$ cat src/rtl/core/dq_pkg.sv
// Shared types and constants of the double-ended queue.
package dq_pkg;

  localparam int unsigned WORD_W = 32;
  localparam int unsigned OCC_W  = 8;

  // Word returned by a pop from an empty queue (all ones, that is -1).
  localparam logic [WORD_W-1:0] UNDERFLOW_WORD = '1;

  typedef enum logic [1:0] {
    FUNC_PUSH_FRONT = 2'd0,
    FUNC_PUSH_REAR  = 2'd1,
    FUNC_POP_FRONT  = 2'd2,
    FUNC_POP_REAR   = 2'd3
  } func_e;

  typedef enum logic [1:0] {
    STATUS_OK        = 2'd0,
    STATUS_OVERFLOW  = 2'd1,
    STATUS_UNDERFLOW = 2'd2
  } status_e;

  typedef struct packed {
    func_e                     func;
    logic signed [WORD_W-1:0]  push_value;
  } in_item_t;

  typedef struct packed {
    logic signed [WORD_W-1:0]  pop_value;
    status_e                   status;
    logic        [OCC_W-1:0]   occupancy;
  } out_item_t;

  // Operation broadcast to every cell; at most one bit is set per cycle.
  typedef struct packed {
    logic add_front;
    logic add_rear;
    logic take_front;
    logic take_rear;
  } cell_cmd_t;

endpackage

$ cat src/rtl/core/dq_cell.sv
// One storage cell of the queue chain: a word and its occupied flag.
module dq_cell (
  input  logic                       clk_i,
  input  logic                       rst_ni,
  input  dq_pkg::cell_cmd_t          cmd_i,
  input  logic [dq_pkg::WORD_W-1:0]  push_value_i,
  input  logic                       left_valid_i,
  input  logic [dq_pkg::WORD_W-1:0]  left_data_i,
  input  logic                       right_valid_i,
  input  logic [dq_pkg::WORD_W-1:0]  right_data_i,
  output logic                       valid_o,
  output logic [dq_pkg::WORD_W-1:0]  data_o,
  output logic                       last_o
);

  logic                      valid_q, valid_d;
  logic [dq_pkg::WORD_W-1:0] data_q, data_d;

  // Words sit packed from the front cell; front operations shift the whole
  // row by one, rear operations touch only the boundary cell.
  always_comb begin
    valid_d = valid_q;
    data_d  = data_q;
    if (cmd_i.add_front) begin
      valid_d = left_valid_i;
      data_d  = left_data_i;
    end else if (cmd_i.take_front) begin
      valid_d = right_valid_i;
      data_d  = right_data_i;
    end else if (cmd_i.add_rear && !valid_q && left_valid_i) begin
      valid_d = 1'b1;
      data_d  = push_value_i;
    end else if (cmd_i.take_rear && valid_q && !right_valid_i) begin
      valid_d = 1'b0;
    end
  end

  always_ff @(posedge clk_i or negedge rst_ni) begin
    if (!rst_ni) begin
      valid_q <= 1'b0;
    end else begin
      valid_q <= valid_d;
    end
  end

  always_ff @(posedge clk_i) begin
    data_q <= data_d;
  end

  assign valid_o = valid_q;
  assign data_o  = data_q;
  assign last_o  = valid_q & ~right_valid_i;

endmodule

$ cat config.mk
export PLATFORM = sky130hd
export DESIGN_NAME = dq_cell
export DESIGN_NICKNAME = d
export VERILOG_FILES = /design/src/rtl/core/dq_pkg.sv /design/src/rtl/core/dq_cell.sv
export SDC_FILE = /design/constraint.sdc
export NUM_CORES = 1
export LEC_CHECK = 0
export ABC_AREA = 1
export BUFFER_PORTS_ARGS = -buffer_cell sky130_fd_sc_hd__buf_2
export CAP_MARGIN = 20
export CORE_MARGIN = 3
export CORE_UTILIZATION = 39
export DETAILED_ROUTE_END_ITERATION = 10
export GPL_TIMING_DRIVEN = 0
export PLACE_DENSITY = 0.84
export SYNTH_ARGS = -nofsm -noshare
export SYNTH_HDL_FRONTEND = slang
export SYNTH_SLANG_ARGS = --single-unit
$ cat constraint.sdc
create_clock -name clk_i -period 2 [get_ports clk_i]
set_input_delay 0.6 -clock clk_i [delete_from_list [all_inputs] [get_ports clk_i]]
set_output_delay 0.6 -clock clk_i [all_outputs]
set_load 0.03 [all_outputs]
==> flow_metrics.tcl <==
set metrics [dict create \
    antennaDiodeCount 0 \
    multi_input_area_um2 611 \
    hold_violations 0 \
    grt_pass1_wl_mm 7.87 \
    skew_ps 3.39 \
    start_util_pct 42.3 \
    dr_total_vias 1881 \
    p_leak_uw 0.00128 \
    fill_cells 365 \
    netlist_instances 193 \
    hp-class "input port to async pin" \
    rows 23 \
    drcViolationCount 0 \
    ys_ff_latch 33 \
    status "completed" \
    critPathKind "input port to flip-flop" \
    fp.dieW_um 73.3 \
    antenna_found_initial 0 \
    drive_above_1_share_pct 47.5 \
    crit_chain "buf_6, nor2_2, nand2_1, buf_16" \
    placed_area_um2 2530 \
    cts_buffer_depth 2 \
    core_um2 4170 \
    synth_nets 297 \
    layout_common_cells "buf_2, a21oi_1, nand2_1" \
    dieArea_um2 5370 \
    overflow 0 \
    finalNonFillerCells 385 \
    drv_slew 0 \
    grt_max_degree 20 \
    layout.nets 440 \
    critPathCaptureType "flip-flop" \
    cts_sinks 33 \
    rsz0062_at_grt "false" \
    post_cts_resized 0 \
    critPathLaunchType "input port" \
    clock-root-buffer "clkbuf_8" \
    via_per_inst 4.89 \
    finalWeightedCongestion 0.717 \
    postCtsHoldBufs 0 \
    fin_area_um2 2610 \
    htreeDepth 2 \
    path_max_fanout 19 \
    area_growth_pct 47.6 \
    yosysWarnings 0 \
    slowest_delay_ps 440 \
    dpl.hpwl_mm 4.18 \
    io_pins 138 \
    cts_setup_buffers 0 \
    ys_types 12 \
    final_common_cell "buf_2" \
    first_global_vias 1848 \
    cts_tree "yes" \
    seqCellArea_um2 986 \
    numPortBuffers 135 \
    vdd_drop_max_mv 0.360 \
    tightest_slew_ps 721 \
    clk_latency_ps 270 \
    avgRoutedWirePerCell_um 13.6 \
    period_share_pct 81.5 \
    grt_usage_pct 19.1 \
    placedCellCount 379 \
    max_slew_margin_pct 51.8 \
    min_period_ps 1630 \
    arrival_ps 1660 \
    cts_buffers 5 \
    cp_slowest_cell "nand2_1" \
    maxCapViolCount 0 \
    fmax_ghz 0.613 \
    first_pass_iters 4 \
    yosysSeqAreaShare_pct 55.8 \
    die_h_um 73.3 \
    setup_viol 0 \
    syn_area_um2 1770 \
    clk_pin_slew_ps 60 \
    worstPathRequired_ps 2030 \
    drt-total-wl_mm 5.23 \
    drtAntennaViolNets 0 \
    drtIter0Drc 101 \
    avgSynthCellArea_um2 9.15 \
    p_per_area_nw_per_um2 692 \
]
[registers in the layout, summed over array words and instances, names as in the netlist]
signal   count
data_o      32
valid_o      1
[cell families after synthesis]
| family | share of synthesized area, % |
|---|---|
| and+or+nand+nor | 16.4 |
| AOI/OAI and AO/OA | 18.1 |
| buffers and inverters | 9.57 |
| DFF | 55.8 |
[worst max-delay path, delay by kind of cell]
family / cells / cell delay (ps)
buf+inv: 2 / 470
simple gates: 2 / 580
[final cells by class]
type,instances,share of cell area (%)
Timing Repair Buffer,136,27.0
Clock inverter,1,0.192
Tap cell,50,2.40
Multi-Input combinational cell,140,23.4
Sequential cell,33,37.8
Buffer,14,5.33
Inverter,6,1.15
Clock buffer,5,2.64
[path summary, 6_finish.rpt]
kind,end,slack [ps],cells after the start,start
setup / recovery,data_o[4],370,4,cmd_i[1]
hold / removal,valid_o,90,1,rst_ni
setup reg to reg,data_o[4],390,4,valid_o
hold reg to reg,valid_o,530,2,valid_o
max in group asynchronous,valid_o,1830,1,rst_ni
min in group clk_i,valid_o,530,2,valid_o
[power by group]
group | switching, uW | internal (uW)
Combinational | 306 | 190
Clock | 221 | 229
Sequential | 15.8 | 840
Total | 542 | 1260
[metrics by stage]
stage | util (%) | total power, uW | hold WS (ps) | setup WS, ps | setup TNS [ps]
6_report | 62.4 | 1800 | 86.7 | 369 | 0
5_1_grt | 62.4 | 1890 | 72.5 | 271 | 0
4_1_cts | 62.4 | 1830 | 77.0 | 355 | 0
3_5_place_dp | 60.7 | 1370 | 378 | 61.7 | 0
3_3_place_gp | 60.0 | 1350 | 380 | -262 | -8510
2_1_floorplan | - | 1170 | 304 | 101 | 0
[cells in the mapped netlist]
library cell | n | share of area, %
nand2_1 | 40 | 8.5
buf_6 | 9 | 5.7
inv_1 | 4 | 0.85
nor2_2 | 1 | 0.35
edfxtp_1 | 32 | 54
dfrtp_1 | 1 | 1.4
inv_4 | 1 | 0.35
clkinv_4 | 1 | 0.50
nand3_1 | 2 | 0.57
nor2_1 | 33 | 7.0
buf_4 | 5 | 2.1
a21oi_1 | 64 | 18
[per-layer routing]
| metal | vias up | GRT usage [%] | wire length, um |
|---|---|---|---|
| met3 | 4 | 6.29 | 519 |
| met2 | 92 | 37.5 | 2880 |
| met5 | - | 0 | 0 |
| met4 | 0 | 4.51 | 29 |
| met1 | 840 | 18.9 | 1800 |
| li1 | 945 | - | - |
Power figures use the tool's default switching activity.
